File: config.mk
export PLATFORM = sky130hd
export DESIGN_NAME = buddy_block_range_carver_top
export DESIGN_NICKNAME = d
export VERILOG_FILES = /design/src/hdl/bbrc_pkg.sv /design/src/hdl/bbrc_dp.sv /design/src/hdl/bbrc_ctrl.sv /design/src/hdl/buddy_block_range_carver_top.sv
export SDC_FILE = /design/constraint.sdc
export NUM_CORES = 1
export LEC_CHECK = 0
export BUFFER_PORTS_ARGS = -buffer_cell sky130_fd_sc_hd__buf_2
export CAP_MARGIN = 10
export CORE_MARGIN = 3
export CORE_UTILIZATION = 61
export CTS_CLUSTER_DIAMETER = 150
export DETAILED_ROUTE_END_ITERATION = 6
export PLACE_DENSITY = 0.92
export REMOVE_ABC_BUFFERS = 1
export SLEW_MARGIN = 20
export SYNTH_ARGS = -nofsm -noshare
export SYNTH_HDL_FRONTEND = slang
export SYNTH_SLANG_ARGS = --single-unit
export TNS_END_PERCENT = 20
File: constraint.sdc
create_clock -name clk_i -period 8.7 [get_ports clk_i]
set_input_delay 0 -clock clk_i [delete_from_list [all_inputs] [get_ports clk_i]]
set_output_delay 0 -clock clk_i [all_outputs]
set_load 0.05 [all_outputs]
File: src/hdl/bbrc_pkg.sv
// Shared types and constants for the buddy block range carver.
// Holds the action codes, command and status structs and default sizes.
// No dependencies; every other file in hdl uses it by scoped names.
package bbrc_pkg;

  localparam int ORDER_COUNT_DEF = 11;
  localparam int PAGE_BITS_DEF   = 36;
  localparam int ORDER_W         = 4;
  localparam int KIND_W          = 2;
  localparam int CFG_IDX_W       = 1;

  localparam logic [CFG_IDX_W-1:0] CFG_FIRST_PAGE = 1'd0;
  localparam logic [CFG_IDX_W-1:0] CFG_END_PAGE   = 1'd1;

  typedef enum logic [KIND_W-1:0] {
    KIND_UNTOUCHED = 2'd0,
    KIND_REMOVE    = 2'd1,
    KIND_DOMAIN    = 2'd2,
    KIND_GLOBAL    = 2'd3
  } kind_e;

  typedef struct packed {
    logic  load;
    logic  emit;
    kind_e kind;
    logic  last;
    logic  advance;
    logic  descend;
  } cmd_t;

  typedef struct packed {
    logic order_bad;
    logic outside;
    logic in_range;
    logic at_end;
    logic out_free;
    logic level_zero;
  } sts_t;

endpackage

File: src/hdl/bbrc_dp.sv
// Datapath of the buddy block range carver: domain registers, the current
// tree node walker, range classification and the output word register.
// Depends on bbrc_pkg; driven by bbrc_ctrl through cmd_t and sts_t.
module bbrc_dp #(
  parameter int ORDER_COUNT      = bbrc_pkg::ORDER_COUNT_DEF,
  parameter int PAGE_NUMBER_BITS = bbrc_pkg::PAGE_BITS_DEF
) (
  input  logic                              clk_i,
  input  logic                              rst_ni,
  input  logic                              cfg_we_i,
  input  logic [bbrc_pkg::CFG_IDX_W-1:0]    cfg_index_i,
  input  logic [PAGE_NUMBER_BITS:0]         cfg_data_i,
  input  logic [PAGE_NUMBER_BITS-1:0]       block_page_i,
  input  logic [bbrc_pkg::ORDER_W-1:0]      block_order_i,
  input  bbrc_pkg::cmd_t                    cmd_i,
  output bbrc_pkg::sts_t                    sts_o,
  input  logic                              out_ready_i,
  output logic                              out_valid_o,
  output bbrc_pkg::kind_e                   out_kind_o,
  output logic [PAGE_NUMBER_BITS-1:0]       out_page_o,
  output logic [bbrc_pkg::ORDER_W-1:0]      out_order_o,
  output logic                              out_last_o
);

  localparam int SW    = PAGE_NUMBER_BITS + 1;
  localparam int OFF_W = (ORDER_COUNT < 16) ? ORDER_COUNT : 16;

  logic [PAGE_NUMBER_BITS-1:0]  first_q;
  logic [SW-1:0]                end_q;
  logic [SW-1:0]                s_q, s_d;
  logic [bbrc_pkg::ORDER_W-1:0] h_q, h_d;
  logic [bbrc_pkg::ORDER_W-1:0] top_q, top_d;
  logic [OFF_W-1:0]             o_q, o_d;

  logic                         out_valid_q;
  bbrc_pkg::kind_e              out_kind_q;
  logic [PAGE_NUMBER_BITS-1:0]  out_page_q;
  logic [bbrc_pkg::ORDER_W-1:0] out_order_q;
  logic                         out_last_q;

  logic [SW-1:0]                inc;
  logic [SW-1:0]                e_node;
  logic [SW-1:0]                first_ext;
  logic [OFF_W-1:0]             inc_off;
  logic [OFF_W-1:0]             o_nxt;
  logic [OFF_W-1:0]             span;
  logic [bbrc_pkg::ORDER_W-1:0] next_lvl;

  assign inc       = SW'(1) << h_q;
  assign e_node    = s_q + inc;
  assign first_ext = {1'b0, first_q};
  assign inc_off   = OFF_W'(1) << h_q;
  assign o_nxt     = o_q + inc_off;
  assign span      = OFF_W'(1) << top_q;

  // The next pending node is the right sibling whose level is the number of
  // trailing zeros of the new offset.
  always_comb begin
    next_lvl = '0;
    for (int i = OFF_W - 1; i >= 0; i--) begin
      if (o_nxt[i]) begin
        next_lvl = bbrc_pkg::ORDER_W'(i);
      end
    end
  end

  assign sts_o.order_bad  = (32'(h_q) >= ORDER_COUNT);
  assign sts_o.outside    = (e_node <= first_ext) || (s_q >= end_q);
  assign sts_o.in_range   = (s_q >= first_ext) && (e_node <= end_q);
  assign sts_o.at_end     = (o_nxt == span);
  assign sts_o.out_free   = !out_valid_q || out_ready_i;
  assign sts_o.level_zero = (h_q == '0);

  always_comb begin
    s_d   = s_q;
    h_d   = h_q;
    top_d = top_q;
    o_d   = o_q;
    if (cmd_i.load) begin
      s_d   = {1'b0, block_page_i};
      h_d   = block_order_i;
      top_d = block_order_i;
      o_d   = '0;
    end else if (cmd_i.advance) begin
      s_d = s_q + inc;
      o_d = o_nxt;
      h_d = next_lvl;
    end else if (cmd_i.descend) begin
      h_d = h_q - bbrc_pkg::ORDER_W'(1);
    end
  end

  always_ff @(posedge clk_i) begin
    s_q   <= s_d;
    h_q   <= h_d;
    top_q <= top_d;
    o_q   <= o_d;
  end

  always_ff @(posedge clk_i or negedge rst_ni) begin
    if (!rst_ni) begin
      first_q <= '0;
      end_q   <= '0;
    end else if (cfg_we_i) begin
      case (cfg_index_i)
        bbrc_pkg::CFG_FIRST_PAGE: first_q <= cfg_data_i[PAGE_NUMBER_BITS-1:0];
        bbrc_pkg::CFG_END_PAGE:   end_q   <= cfg_data_i;
        default: ;
      endcase
    end
  end

  always_ff @(posedge clk_i or negedge rst_ni) begin
    if (!rst_ni) begin
      out_valid_q <= 1'b0;
    end else if (cmd_i.emit) begin
      out_valid_q <= 1'b1;
    end else if (out_ready_i) begin
      out_valid_q <= 1'b0;
    end
  end

  always_ff @(posedge clk_i) begin
    if (cmd_i.emit) begin
      out_kind_q  <= cmd_i.kind;
      out_page_q  <= s_q[PAGE_NUMBER_BITS-1:0];
      out_order_q <= h_q;
      out_last_q  <= cmd_i.last;
    end
  end

  assign out_valid_o = out_valid_q;
  assign out_kind_o  = out_kind_q;
  assign out_page_o  = out_page_q;
  assign out_order_o = out_order_q;
  assign out_last_o  = out_last_q;

`ifndef SYNTHESIS
  a_no_overwrite: assert property (@(posedge clk_i) disable iff (!rst_ni)
    cmd_i.emit |-> (!out_valid_q || out_ready_i))
    else $error("result word overwritten while waiting");
  a_advance_moves: assert property (@(posedge clk_i) disable iff (!rst_ni)
    (cmd_i.advance && !cmd_i.load) |=> (o_q != '0))
    else $error("walk offset did not move forward");
  a_descend_level: assert property (@(posedge clk_i) disable iff (!rst_ni)
    (cmd_i.descend && !cmd_i.load) |=> (h_q == $past(h_q) - bbrc_pkg::ORDER_W'(1)))
    else $error("descend did not lower the level by one");
`endif

endmodule

File: src/hdl/bbrc_ctrl.sv
// Controller of the buddy block range carver: sequences the head result
// and the depth first walk over the split tree.
// Depends on bbrc_pkg; commands bbrc_dp through cmd_t and reads sts_t.
module bbrc_ctrl (
  input  logic           clk_i,
  input  logic           rst_ni,
  input  logic           in_valid_i,
  output logic           in_ready_o,
  input  bbrc_pkg::sts_t sts_i,
  output bbrc_pkg::cmd_t cmd_o
);

  localparam logic [1:0] ST_IDLE = 2'd0;
  localparam logic [1:0] ST_HEAD = 2'd1;
  localparam logic [1:0] ST_WALK = 2'd2;

  logic [1:0] state_q, state_d;

  assign in_ready_o = (state_q == ST_IDLE);

  always_comb begin
    state_d       = state_q;
    cmd_o.load    = 1'b0;
    cmd_o.emit    = 1'b0;
    cmd_o.kind    = bbrc_pkg::KIND_UNTOUCHED;
    cmd_o.last    = 1'b0;
    cmd_o.advance = 1'b0;
    cmd_o.descend = 1'b0;
    case (state_q)
      ST_IDLE: begin
        if (in_valid_i) begin
          cmd_o.load = 1'b1;
          state_d    = ST_HEAD;
        end
      end
      ST_HEAD: begin
        if (sts_i.out_free) begin
          cmd_o.emit = 1'b1;
          if (sts_i.order_bad || sts_i.outside) begin
            cmd_o.kind = bbrc_pkg::KIND_UNTOUCHED;
            cmd_o.last = 1'b1;
            state_d    = ST_IDLE;
          end else begin
            cmd_o.kind = bbrc_pkg::KIND_REMOVE;
            state_d    = ST_WALK;
          end
        end
      end
      ST_WALK: begin
        if (sts_i.in_range || sts_i.outside) begin
          if (sts_i.out_free) begin
            cmd_o.emit    = 1'b1;
            cmd_o.kind    = sts_i.outside ? bbrc_pkg::KIND_GLOBAL : bbrc_pkg::KIND_DOMAIN;
            cmd_o.last    = sts_i.at_end;
            cmd_o.advance = 1'b1;
            if (sts_i.at_end) begin
              state_d = ST_IDLE;
            end
          end
        end else begin
          cmd_o.descend = 1'b1;
        end
      end
      default: begin
        state_d = ST_IDLE;
      end
    endcase
  end

  always_ff @(posedge clk_i or negedge rst_ni) begin
    if (!rst_ni) begin
      state_q <= ST_IDLE;
    end else begin
      state_q <= state_d;
    end
  end

`ifndef SYNTHESIS
  a_emit_when_free: assert property (@(posedge clk_i) disable iff (!rst_ni)
    cmd_o.emit |-> sts_i.out_free)
    else $error("word emitted into a full output register");
  a_no_split_below_page: assert property (@(posedge clk_i) disable iff (!rst_ni)
    (state_q == ST_WALK && !sts_i.in_range && !sts_i.outside) |-> !sts_i.level_zero)
    else $error("single page found straddling the range");
  a_last_ends_item: assert property (@(posedge clk_i) disable iff (!rst_ni)
    (cmd_o.emit && cmd_o.last) |=> (state_q == ST_IDLE))
    else $error("controller kept working after the final word");
`endif

endmodule

File: src/hdl/buddy_block_range_carver_top.sv
// The block is loaded when accepted; the head state then registers the first result word
// once the output register is free. An untouched block or one with a bad order gives one
// word; an overlapping block is then walked node by node over the split tree by the single
// node walker, a stalled output holds the walk, and a new block is taken after the last word.
// Reset clears both domain registers to zero, idles the controller and empties
// the output register.
module buddy_block_range_carver_top #(
  parameter int ORDER_COUNT      = bbrc_pkg::ORDER_COUNT_DEF,
  parameter int PAGE_NUMBER_BITS = bbrc_pkg::PAGE_BITS_DEF
) (
  input  logic                           clk_i,
  input  logic                           rst_ni,
  input  logic                           cfg_we_i,
  input  logic [bbrc_pkg::CFG_IDX_W-1:0] cfg_index_i,
  input  logic [PAGE_NUMBER_BITS:0]      cfg_data_i,
  input  logic                           s_axis_tvalid,
  output logic                           s_axis_tready,
  // Fields from bit 0 up: block_page, block_order, zero padding.
  input  logic [((PAGE_NUMBER_BITS + bbrc_pkg::ORDER_W + 7) / 8) * 8 - 1:0] s_axis_tdata,
  output logic                           m_axis_tvalid,
  input  logic                           m_axis_tready,
  // Fields from bit 0 up: piece_page, piece_order, zero padding.
  output logic [((PAGE_NUMBER_BITS + bbrc_pkg::ORDER_W + 7) / 8) * 8 - 1:0] m_axis_tdata,
  // Fields from bit 0 up: action_kind.
  output logic [bbrc_pkg::KIND_W-1:0]    m_axis_tuser,
  output logic                           m_axis_tlast
);

  localparam int DATA_W = ((PAGE_NUMBER_BITS + bbrc_pkg::ORDER_W + 7) / 8) * 8;

  bbrc_pkg::cmd_t               cmd;
  bbrc_pkg::sts_t               sts;
  bbrc_pkg::kind_e              out_kind;
  logic [PAGE_NUMBER_BITS-1:0]  out_page;
  logic [bbrc_pkg::ORDER_W-1:0] out_order;

  bbrc_ctrl u_ctrl (
    .clk_i      (clk_i),
    .rst_ni     (rst_ni),
    .in_valid_i (s_axis_tvalid),
    .in_ready_o (s_axis_tready),
    .sts_i      (sts),
    .cmd_o      (cmd)
  );

  bbrc_dp #(
    .ORDER_COUNT      (ORDER_COUNT),
    .PAGE_NUMBER_BITS (PAGE_NUMBER_BITS)
  ) u_dp (
    .clk_i         (clk_i),
    .rst_ni        (rst_ni),
    .cfg_we_i      (cfg_we_i),
    .cfg_index_i   (cfg_index_i),
    .cfg_data_i    (cfg_data_i),
    .block_page_i  (s_axis_tdata[PAGE_NUMBER_BITS-1:0]),
    .block_order_i (s_axis_tdata[PAGE_NUMBER_BITS +: bbrc_pkg::ORDER_W]),
    .cmd_i         (cmd),
    .sts_o         (sts),
    .out_ready_i   (m_axis_tready),
    .out_valid_o   (m_axis_tvalid),
    .out_kind_o    (out_kind),
    .out_page_o    (out_page),
    .out_order_o   (out_order),
    .out_last_o    (m_axis_tlast)
  );

  assign m_axis_tdata = DATA_W'({out_order, out_page});
  assign m_axis_tuser = out_kind;

endmodule

-- Word-level counts from Yosys, hierarchy flattened
Cells that the tools add are included.
- shift operators: 3
- equality and inequality tests: 8
- bitwise operators: 1
- multiplexer cells: 36
- reduce and logical (&&, ||, !) cells: 13
- magnitude comparators: 5
- add/subtract/negate cells: 3
- operator list (cell ; number):
    2-to-1 mux 36 bit ; 2
    2-to-1 mux 4 bit ; 15
    adder 37 bit ; 1
    greater-or-equal comparator 37 x 36 -> 1 bit ; 1
    greater-or-equal comparator 37 bit ; 1
    <= comparator 37 x 36 -> 1 bit ; 1
    <= comparator 37 bit ; 1
    left shift 1 x 4 -> 37 bit (first input constant) ; 1
    left shift 1 x 4 -> 11 bit (first input constant) ; 2
    2-to-1 mux 2 bit ; 7
    adder 11 bit ; 1
    equality test 11 bit ; 1
    2-to-1 mux 5 bit ; 2
    2-to-1 mux 1 bit ; 8
    one-hot mux 4 bit (2 select lines) ; 1
    inequality test 2 bit (second input constant) ; 3
    one-hot mux 2 bit (3 select lines) ; 1
    AND reduction 5 bit ; 1
    greater-or-equal comparator 4 bit (second input constant) ; 1
    logical OR 1 bit ; 4
    inequality test 2 x 1 -> 1 bit (second input constant) ; 2
    AND reduction 2 bit ; 2
    nonzero test 2 bit ; 2
    subtractor 4 x 1 -> 4 bit (second input constant) ; 1
    7 further kinds ; 7
- output and inout port bits: 45
- word-level logic and storage cells: 82
- input port bits: 83
- flip-flop bits (word level): 175

-- Depth between registers and ports, before layout
Gate-level depths: netlist (run 1).
- word-level depth: 15
- depth in mapped cells: 28
- gate-level depth less buffers: 25

-- Hierarchy
From an unflattened synthesis (run 1), not the netlist that was laid out.
- cell total of the unflattened synthesis: 1173
- area, all modules: 12214.2 sq um
- by module, submodules not included (module ; times used ; cells an instance ; area each (sq um)):
    bbrc_dp ; 1 ; 1141 ; 11954.0
    bbrc_ctrl ; 1 ; 32 ; 260.2

-- Worst setup path after synthesis (run 1)
No wires, ideal clock.
- path kind: reg-to-reg
- start: reg u_dp.h_q[0] (netlist bit)
- end: reg u_dp.out_kind_q[0] (netlist: u_dp.out_kind_o[0]), enable pin
- cell stages (with the launch flop): 27
- setup slack: 0.940 ns
- data arrival time: 7.312 ns
- path buffers: 2
- cells stage by stage: edfxtp_1 > inv_1 > ha_1 > clkbuf_1 > and2_1 > ha_1 > fa_1 > a21o_1 > a221oi_2 > a22oi_2 > and2_1 > a221oi_1 > o21a_1 > or2_1 > buf_2 > nor2_1 > xor2_1 > ha_1 > a21o_1 > a211oi_1 > nand2_1 > or4_1 > o221a_2 > o21a_4 > a211oi_4 > a21oi_1 > nor2b_1
- RTL lines (what ; line ; text):
    start, declared ; bbrc_dp.sv:31 ; logic [bbrc_pkg::ORDER_W-1:0] h_q, h_d;
    start signal, assigned ; bbrc_dp.sv:95 ; h_q <= h_d;
    end signal, assigned ; bbrc_dp.sv:125 ; out_kind_q <= cmd_i.kind;
    end, declared ; bbrc_dp.sv:36 ; bbrc_pkg::kind_e out_kind_q;

-- Worst setup path after layout (run 1)
- start: reg u_dp.h_q[0] (netlist bit)
- end: reg u_dp.s_q[25], enable pin
- longest elaborated chain between the ends: 8
- elaborated cells on any way between the ends: 10
- classes of those cells: add/sub: 1; order compare: 2; shift: 1; mux: 2; reduce/logical: 4
- ends and longest elaborated chain (what ; line ; text):
    left shift 1 x 4 -> 37 bit * ; bbrc_dp.sv:49 ; assign inc = SW'(1) << h_q;
    adder 37 bit * ; bbrc_dp.sv:50 ; assign e_node = s_q + inc;
    <= comparator 37 bit or <= comparator 37 x 36 -> 1 bit (tied branches) ; bbrc_dp.sv:69, bbrc_dp.sv:68 ;
    logical AND 1 bit or logical OR 1 bit (tied branches) ; bbrc_dp.sv:69, bbrc_dp.sv:68 ;
    logical OR 1 bit * ; bbrc_ctrl.sv:50 ; if (sts_i.in_range || sts_i.outside) begin
    2-to-1 mux 5 bit * ; bbrc_ctrl.sv:50 ;
    2-to-1 mux 2 bit * ; bbrc_ctrl.sv:29 ; case (state_q)
    nonzero test 2 bit (no line) * ; n/a ;
    end signal, assigned ; bbrc_dp.sv:94 ; s_q <= s_d;
    end, declared ; bbrc_dp.sv:30 ; logic [SW-1:0] s_q, s_d;
Every way passes the cells marked *; elsewhere a longest branch is shown, timed or not.
A chain may end at the register's enable or synchronous reset.

==> run_results.csv, run 1 <==
group,metric,value,unit
outcome,status,"complete, but fails checks",
outcome,violations,"design-rule violations",
die,die_h,148.6,um
cts,insertion_delay,440,ps
logic_synthesis,yosysUniqueCellTypes,86,
setup_path,cp.arrival,8010,ps
layout,final_cell_mix,"ha_1, nand2_1, buf_2",
logic_synthesis,synth_largest_area_cell,"edfxtp_1",
layout,final_layout_size_suffix_gt1_share,16.56,%
logic_synthesis,synth_edf_count,87,
layout,regArea,4755,sq um
timing,rsz0062_at_grt,"no",
placement,portBuffers,127,
timing,setup_tns,0,ps
drt,drt-initial-drc-count,1303,
timing,finalCriticalPeriod,7948,ps
layout,final_common_cell,"ha_1",
setup_path,crit_type,"flip-flop to flip-flop",
setup_path,cp_data_required_time,8760,ps
setup_path,r2r_cells,25,
timing,setup_viol,0,
setup_path,endpoint_kind,"flip-flop",
pwr,p_per_area,353.3,nW/um^2
setup_path,start_kind,"flip-flop",
logic_synthesis,yosysWarningCount,0,
layout,antenna_cells,0,
cts,clock_sinks,175,
timing,finalHoldViolCount,0,
global_route,grt_pass1_wl,55500,um
min_path,hold_path_class,"input pin to flip-flop",
logic_synthesis,synthTopCellsByArea,"edfxtp_1, ha_1, dfrtp_1",
die,die_w,148.6,um
cts,htree_levels,4,
die,core_area,19720,sq um
layout,fillCellCount,1268,
drt,ant_nets,0,
die,die_area,22090,sq um
cts,clkTransAtPathRegs,70,ps
global_route,antenna_found_initial,0,
pwr,p_sw,2466,uW
die,initial_core_util,62.93,%
logic_synthesis,ys_seq_elements,175,
logic_synthesis,synthArstFlopShare,43.43,%
timing,period_share,91.36,%
logic_synthesis,ys_seq_area_share,38.32,%
drt,drc,1,
min_path,hold_depth,3,
logic_synthesis,synth_area_per_cell,9.848,sq um
pwr,ir_drop,0.1776,mV
logic_synthesis,syn_inst,1260,
logic_synthesis,synth_area,12410,sq um
pwr,p_leak,0.006598,uW
placement,gp_congestion,0.9367,
flow_run,max_cap_violations,0,
cts,cts_buffer_depth,2,
die,pin_count,128,
drt,dr.pass1.iters,7,
global_route,overflow,0,
pwr,seqPwrFrac,29.1,%
timing,worstMarginPinSlew,1048,ps
timing,slew_viol_final,0,
logic_synthesis,synthFlopType,"edfxtp_1",
layout,area_growth,18.12,%
setup_path,cp_max_fo,37,
drt,post_drt_wl_per_cell,20.22,um
cts,cts_tree,"built",
timing,holdWs,29.32,ps
pwr,clockPowerShare,15.5,%
drt,viasPerCell,6.264,
die,fp-row-count,51,
drt,wl,35020,um
pwr,switching_share,47.61,%
pwr,internal_power,2713,uW
cts,cts_buffers,17,
timing,fin_worst_skew,9.781,ps
timing,slew_headroom,30.16,%
pwr,combPwrFrac,55.4,%
placement,place_hpwl,25010,um
drt,num_vias,10850,
global_route,grt_usage,31.77,%
layout,fin_nets,1713,
global_route,grt_pass1_vias,10611,
layout,multiInputGateArea,7171,sq um
setup_path,rrSetupSlack,750,ps
timing,maxClockFrequency,125.8,MHz
cts,cts-root-buf,"clkbuf_16",
logic_synthesis,synth_top_area_share,21.05,%
global_route,grt_max_degree,77,
metal layers:
| metal | wire (um) | part of all wire, % | GRT usage (%) | vias to the layer above |
|---|---|---|---|---|
| li1 | - | - | - | 4988 |
| met1 | 14430 | 41 | 43.36 | 5122 |
| met2 | 16100 | 46 | 50.94 | 636 |
| met3 | 3351 | 9.6 | 5.881 | 104 |
| met4 | 1138 | 3.2 | 11.69 | 0 |
| met5 | 0 | 0 | 0 | - |
state kept, by name (all words and copies together) (netlist names):
| name | cells |
|---|---|
| u_dp.out_order_o | 4 |
| u_dp.out_kind_o | 2 |
| u_dp.h_q | 4 |
| u_dp.s_q | 37 |
| u_dp.out_last_o | 1 |
| u_dp.out_valid_o | 1 |
| u_dp.end_q | 37 |
| u_dp.o_q | 11 |
| u_ctrl.state_q | 2 |
| u_dp.top_q | 4 |
| u_dp.first_q | 36 |
| u_dp.out_page_o | 36 |
final cells by class:
class	count	share of cell area, %
inverters	91	2.331
clock buffers	19	3.090
well taps	265	2.262
flip-flops and latches	175	32.44
clock inverters	13	1.033
multi-input cells	959	48.92
repair buffers	210	9.920
power groups by stage:
stage                     Clock (uW)  Sequential (uW)  Combinational, uW
final                            801             1510               2870
after global routing             837             1530               3130
after CTS                        803             1490               2800
after detailed placement           0             1510               2720
after global placement             0             1490               2610
after floorplan                    0             1710               1720
kinds of logic after synthesis:
| group | Yosys count | synth area share (%) |
|---|---|---|
| buffers and inverters | 126 | 4.054 |
| flip-flops | 175 | 38.32 |
| AND/OR/NAND/NOR | 380 | 15.19 |
| AO/OA/AOI/OAI | 288 | 15.19 |
| adder cells (fa/ha/maj) | 177 | 17.95 |
| multiplexers | 66 | 5.859 |
| XOR/XNOR | 48 | 3.449 |
worst max-delay path, cell delays in order, from the launching register on:
cell	delay (ps)
edfxtp_1	440
inv_1	130
ha_1	320
and2_1	200
ha_1	220
fa_1	420
a21o_1	230
a221oi_2	350
a22oi_2	140
and2_1	200
a221oi_1	410
o21a_1	370
or2_1	280
nor2_1	100
xor2_1	320
ha_1	320
a21oi_1	170
o21ai_0	120
a221oi_1	420
nand3_1	130
a211oi_1	190
a211oi_1	70
a221o_1	390
a211oi_4	340
buf_4	360
nand2b_2	890
per-stage QoR:
| stage | cells | worst slack (ps) | power, uW | util, % | instance area, sq um |
|---|---|---|---|---|---|
| floorplan | 1225 | 529.5 | 3430 | - | 12250 |
| global placement | 1623 | 1399 | 4103 | 67.36 | 13280 |
| detailed placement | 1623 | 1058 | 4226 | 67.36 | 13280 |
| CTS | 1732 | 915.1 | 5091 | 74.33 | 14660 |
| global route | 1732 | 418.0 | 5493 | 74.33 | 14660 |
| finish | 1732 | 752.1 | 5178 | 74.33 | 14660 |
final timing paths:
kind,startpoint,endpoint
max reg2reg,u_dp.h_q[0],u_dp.s_q[25]
min in group asynchronous,rst_ni,u_dp.first_q[29]
max,u_dp.h_q[0],u_dp.s_q[25]
max in group asynchronous,rst_ni,u_dp.end_q[0]
min reg2reg,u_dp.end_q[30],u_dp.end_q[30]
min,s_axis_tdata[21],u_dp.s_q[21]
synth_stat cells, types with 4 or more instances:
cell,n
a211oi_1,12
a21boi_0,4
a21o_1,20
a21oi_1,82
a221oi_1,5
a311oi_1,7
a31oi_1,10
and2_1,14
and3_1,15
and3b_1,5
and4_1,5
buf_2,6
clkbuf_1,23
dfrtp_1,76
dfxtp_1,12
edfxtp_1,87
ha_1,174
inv_1,91
mux2_2,53
mux2i_1,13
nand2_1,129
nand2b_1,14
nand3_1,26
nand4_1,24
nor2_1,79
nor2b_1,17
nor3_1,17
nor3b_1,8
nor4_1,6
o211ai_1,5
o21a_1,11
o21ai_0,79
o21bai_1,4
o22ai_1,6
or3_1,4
or4_1,4
xnor2_1,28
xor2_1,19
what timing repair did:
item,4_1_cts,5_1_grt
hold endpoints to repair,190,0
hold buffers,77,0
resized for setup,0,0
buffers inserted,0,0
No activity file was read; power rests on OpenSTA's default activity.
==> run 2, diff against run 1 <==
--- a/config.mk
+++ b/config.mk
@@ -5,6 +5,7 @@
 export SDC_FILE = /design/constraint.sdc
 export NUM_CORES = 1
 export LEC_CHECK = 0
+export ABC_AREA = 1
 export BUFFER_PORTS_ARGS = -buffer_cell sky130_fd_sc_hd__buf_2
 export CAP_MARGIN = 10
 export CORE_MARGIN = 3
==> run_results.csv, run 2 <==
group,metric,value,unit
timing,fin_worst_skew,18.30,ps
logic_synthesis,ys_seq_elements,175,
logic_synthesis,ys_seq_area_share,37.27,%
timing,finalCriticalPeriod,6857,ps
layout,antenna_cells,0,
placement,portBuffers,127,
cts,cts_tree,"built",
global_route,antenna_found_initial,0,
layout,final_layout_size_suffix_gt1_share,11.31,%
logic_synthesis,synth_largest_area_cell,"edfxtp_1",
global_route,grt_usage,33.40,%
global_route,grt_pass1_vias,12079,
logic_synthesis,syn_inst,1617,
die,die_h,150.6,um
die,die_area,22680,sq um
timing,slew_viol_final,0,
drt,viasPerCell,5.830,
timing,rsz0062_at_grt,"no",
layout,final_common_cell,"nand2_1",
placement,pre_cts_ws,2033,ps
pwr,p_leak,0.007563,uW
flow_run,max_cap_violations,0,
die,fp-row-count,52,
timing,setup_tns,0,ps
setup_path,crit_path_frequent_cell,"nand2_1",
drt,drc,0,
drt,post_drt_wl_per_cell,17.97,um
setup_path,crit_type,"flip-flop to flip-flop",
die,core_area,20360,sq um
logic_synthesis,yosysWarningCount,0,
cts,cts-root-buf,"clkbuf_16",
placement,dp_cells,1989,
layout,final_cell_mix,"nand2_1, inv_1, ha_1",
timing,finalHoldViolCount,0,
logic_synthesis,synth_area_per_cell,7.889,sq um
setup_path,cp.arrival,7030,ps
timing,slew_headroom,29.02,%
layout,top_regs,"u_dp.end_q (37), u_dp.s_q (37)",
timing,holdWs,88.60,ps
setup_path,crit_start,"u_dp.h_q[1]",
die,die_w,150.6,um
timing,maxClockFrequency,145.8,MHz
die,pin_count,128,
drt,wl,37730,um
logic_synthesis,synth_top_area_share,20.48,%
die,initial_core_util,62.64,%
setup_path,start_kind,"flip-flop",
logic_synthesis,synth_common_cells,"nand2_1, inv_1, ha_1",
global_route,grt_max_degree,77,
cts,insertion_delay,450,ps
logic_synthesis,synthArstFlopShare,43.43,%
timing,period_share,78.81,%
layout,instances_no_fill,2100,
cts,clkTransAtPathRegs,80,ps
cts,postCtsResizedCells,0,
setup_path,endpoint_kind,"flip-flop",
logic_synthesis,synth_edf_count,87,
pwr,ir_drop,0.2676,mV
cts,cts_buffers,17,
setup_path,cp_data_required_time,8870,ps
global_route,overflow,0,
timing,setup_viol,0,
drt,drt-initial-drc-count,1169,
min_path,hold_path_startpoint,"s_axis_tvalid",
placement,place_hpwl,27390,um
cts,htree_levels,4,
cts,hold_buffers,79,
setup_path,max_stage_delay,650,ps
placement,gp_congestion,0.9935,
logic_synthesis,post-synth-top-count-cell,"nand2_1",
drt,dr.pass1.iters,6,
setup_path,slowest_stage,"nand2_1",
logic_synthesis,synth_area,12760,sq um
setup_path,cp_max_fo,19,
layout,fin_nets,2076,
setup_path,worstReg2RegStart,"u_dp.h_q[1]",
timing,setup_ws,1843,ps
logic_synthesis,synthTopCellsByArea,"edfxtp_1, ha_1, dfrtp_1",
global_route,grt_pass1_wl,59530,um
layout,area_growth,17.57,%
cts,clock_sinks,175,
min_path,hold_path_class,"input pin to flip-flop",
drt,num_vias,12243,
drt,ant_nets,0,
pwr,p_per_area,356.6,nW/um^2
logic_synthesis,synthFlopType,"edfxtp_1",
cts,cts_buffer_depth,2,
timing,worstMarginPinSlew,1063,ps
outcome,status,"completed",
logic_synthesis,yosysUniqueCellTypes,51,
cts,post-cts-setup-buffers,0,
## run 2: cell count changes after synthesis, moves of 17 or more
cell / change
nand2_1: +312
inv_1: +151
mux2_2: -53
o21ai_0: +33
nand3_1: +30
xnor2_1: -19
nand4_1: +18
a21o_1: -17
nor2_1: +17
nor2b_1: -17
## run 2: worst paths after layout
| check | to | slack, ps | depth (start not counted) |
|---|---|---|---|
| worst max register to register | u_dp.s_q[34] | 1840 | 38 |
| min in group asynchronous | u_dp.end_q[10] | 250 | 2 |
| max in group asynchronous | u_dp.end_q[0] | 7780 | 2 |
| worst min-delay path | u_ctrl.state_q[0] | 90 | 5 |
| worst max-delay path | u_dp.s_q[34] | 1840 | 38 |
| worst min register to register | u_dp.o_q[10] | 480 | 2 |
## run 2: cells by family (layout without fill, tap and decap cells)
kind of cell	count (synthesis)	count (layout)	share of synthesized area, %
adders and majority gates	176	176	17.38
buffers and inverters	276	489	8.425
and+or+nand+nor	716	716	24.29
AOI/OAI and AO/OA	234	234	9.886
xor gates and xnor gates	40	40	2.746
DFF	175	175	37.27
## run 2: routing by layer
metal	GRT usage, %	up-vias	wire length [um]
li1	-	5758	-
met1	41.64	5684	14860
met2	56.27	662	18130
met3	7.074	139	3193
met4	14.23	0	1544
met5	0	-	0
## run 2: area by class of cell
| type | instances | area [sq um] |
|---|---|---|
| clock inverter | 11 | 93.84 |
| tap | 270 | 337.8 |
| inverter | 247 | 929.6 |
| timing repair buffer | 210 | 1459 |
| multi-input combinational | 1166 | 6940 |
| fill | 1442 | 5366 |
| clock buffer | 21 | 483.0 |
| sequential | 175 | 4755 |
## run 2: stage by stage
stage	power (uW)	instance area, sq um	util (%)
floorplan	3593	12610	-
global placement	4320	13630	66.91
detailed placement	4435	13630	66.91
CTS	5251	14990	73.62
global route	5724	15000	73.65
finish	5348	15000	73.65
## run 2: power breakdown
part / internal, uW / total [uW] / leakage (uW) / switching (uW)
sequential: 1250 / 1520 / 0.00185 / 276
clock: 408 / 764 / 0.000285 / 356
combinational: 981 / 3060 / 0.00542 / 2080
## run 2: critical path, delay by kind of cell (launching register included)
kind                       cells  cell delay (ps)
and+or+nand+nor               26             3640
buffers and inverters          5              890
DFF                            1              480
adders and majority gates      3              850
AOI/OAI and AO/OA              4              710
==> run 3, diff against run 2 <==
==> constraint.sdc (replaced) <==
create_clock -name clk_i -period 7.12 [get_ports clk_i]
set_input_delay 0 -clock clk_i [delete_from_list [all_inputs] [get_ports clk_i]]
set_output_delay 0 -clock clk_i [all_outputs]
set_load 0.05 [all_outputs]
==> run_results.csv, run 3 (same netlist as run 2, synthesis figures left out) <==
group,metric,value,unit
outcome,status,"completed",
global_route,antenna_found_initial,0,
layout,multiInputGateArea,6940,sq um
layout,fin_nets,2078,
timing,holdWs,102.6,ps
layout,final_common_cell,"nand2_1",
drt,post_drt_wl_per_cell,18.67,um
cts,cts_buffer_depth,2,
drt,wl_met1,15000,um
timing,maxClockFrequency,156.1,MHz
global_route,grt_max_degree,77,
layout,top_regs,"u_dp.end_q (37), u_dp.s_q (37)",
layout,final_layout_size_suffix_gt1_share,11.46,%
cts,htree_levels,4,
placement,place_hpwl,27700,um
die,fp-row-count,52,
die,die_w,150.6,um
timing,fin_worst_skew,17.01,ps
drt,wl_met3,3459,um
pwr,p_leak,0.007580,uW
timing,worstMarginPinSlew,1101,ps
die,initial_core_util,62.64,%
cts,insertion_delay,450,ps
setup_path,cp.arrival,6600,ps
global_route,overflow,0,
setup_path,cp_max_fo,23,
setup_path,endpoint_kind,"flip-flop",
drt,routed.top_layer,"met4",
global_route,grt_pass1_wl,61970,um
global_route,grt_usage,34.97,%
setup_path,max_stage_delay,430,ps
layout,fillCellCount,1440,
drt,drc,0,
timing,slew_viol_final,0,
global_route,grt_pass1_vias,12334,
drt,ant_nets,0,
timing,setup_ws,712.6,ps
min_path,hold_path_class,"input pin to flip-flop",
pwr,power,6622,uW
die,die_area,22680,sq um
timing,finalCriticalPeriod,6407,ps
timing,rsz0062_at_grt,"no",
drt,wl_met2,19100,um
pwr,p_per_area,440.3,nW/um^2
placement,pre_cts_ws,678.7,ps
die,core_area,20360,sq um
cts,cts_tree,"built",
timing,finalHoldViolCount,0,
die,pin_count,128,
drt,num_vias,12367,
flow_run,max_cap_violations,0,
placement,gp_congestion,1.033,
setup_path,start_kind,"flip-flop",
layout,area_growth,17.90,%
drt,dr.pass1.iters,6,
placement,portBuffers,127,
layout,regArea,4755,sq um
cts,clkTransAtPathRegs,70,ps
drt,viasPerCell,5.881,
die,die_h,150.6,um
pwr,ir_drop,0.2530,mV
setup_path,cp_data_required_time,7310,ps
timing,setup_tns,0,ps
drt,wl,39250,um
timing,slew_headroom,26.52,%
cts,cts-root-buf,"clkbuf_16",
cts,cts_buffers,17,
setup_path,crit_path_frequent_cell,"nand2_1",
timing,setup_viol,0,
setup_path,crit_type,"flip-flop to flip-flop",
drt,drt-initial-drc-count,1273,
timing,period_share,89.99,%
setup_path,slowest_stage,"edfxtp_1",
cts,clock_sinks,175,
layout,final_cell_mix,"nand2_1, inv_1, ha_1",
## run 3: cell types whose count changed in the layout (fill, tap and decap cells not counted), moves of 2 or more
cell | before | now
bufinv_16 | 0 | 2
inv_4 | 3 | 1
inv_6 | 2 | 4
clkbuf_16 | 19 | 17
## run 3: routing by layer
metal | GRT usage, % | up-vias
met2 | 60.31 | 744
met5 | 0 | -
met4 | 14.01 | 0
li1 | - | 5754
met1 | 43.36 | 5716
met3 | 6.562 | 153
## run 3: power breakdown
| part | leakage (uW) | internal, uW | switching (uW) | total [uW] |
|---|---|---|---|---|
| Combinational | 0.00544 | 1220 | 2590 | 3800 |
| Clock | 0.000287 | 525 | 438 | 963 |
| Sequential | 0.00185 | 1520 | 335 | 1860 |
## run 3: through the flow
| step | area [sq um] | util (%) | instances |
|---|---|---|---|
| final | 15040 | 73.86 | 2103 |
| after global routing | 15040 | 73.84 | 2102 |
| after CTS | 15030 | 73.80 | 2102 |
| after detailed placement | 13650 | 67.04 | 1991 |
| after global placement | 13650 | 67.04 | 1991 |
| after floorplan | 12610 | - | 1588 |
## run 3: cell type report
class,count,share of cell area (%)
clock buffers,18,2.853
well taps,270,2.246
flip-flops and latches,175,31.61
clock inverters,14,1.040
inverters,247,6.181
multi-input cells,1166,46.14
diodes,1,0.01664
repair buffers,212,9.908
## run 3: timing repair
action,in CTS,in global routing
setup endpoints to repair,0,23
endpoints found under the hold margin,194,0
hold buffers,79,0
buffers inserted,0,0
gates resized for setup,0,1
## run 3: final timing paths
| path | to | start | slack (ps) | cells past startpoint |
|---|---|---|---|---|
| worst max-delay path | u_dp.out_page_o[16] | u_dp.h_q[1] | 710 | 40 |
| worst min-delay path | u_ctrl.state_q[0] | s_axis_tvalid | 100 | 5 |
| worst max register to register | u_dp.out_page_o[16] | u_dp.h_q[1] | 710 | 40 |
| worst min register to register | u_dp.end_q[11] | u_dp.end_q[11] | 490 | 2 |
| max in group asynchronous | u_dp.first_q[1] | rst_ni | 6410 | 2 |
| min in group asynchronous | u_dp.first_q[10] | rst_ni | 160 | 2 |
## run 3: worst max-delay path: cells and delay by family (launching register included)
kind | cells | cell delay (ps)
AOI/OAI and AO/OA | 4 | 730
adders and majority gates | 3 | 810
and+or+nand+nor | 27 | 3330
DFF | 1 | 430
buffers and inverters | 6 | 790
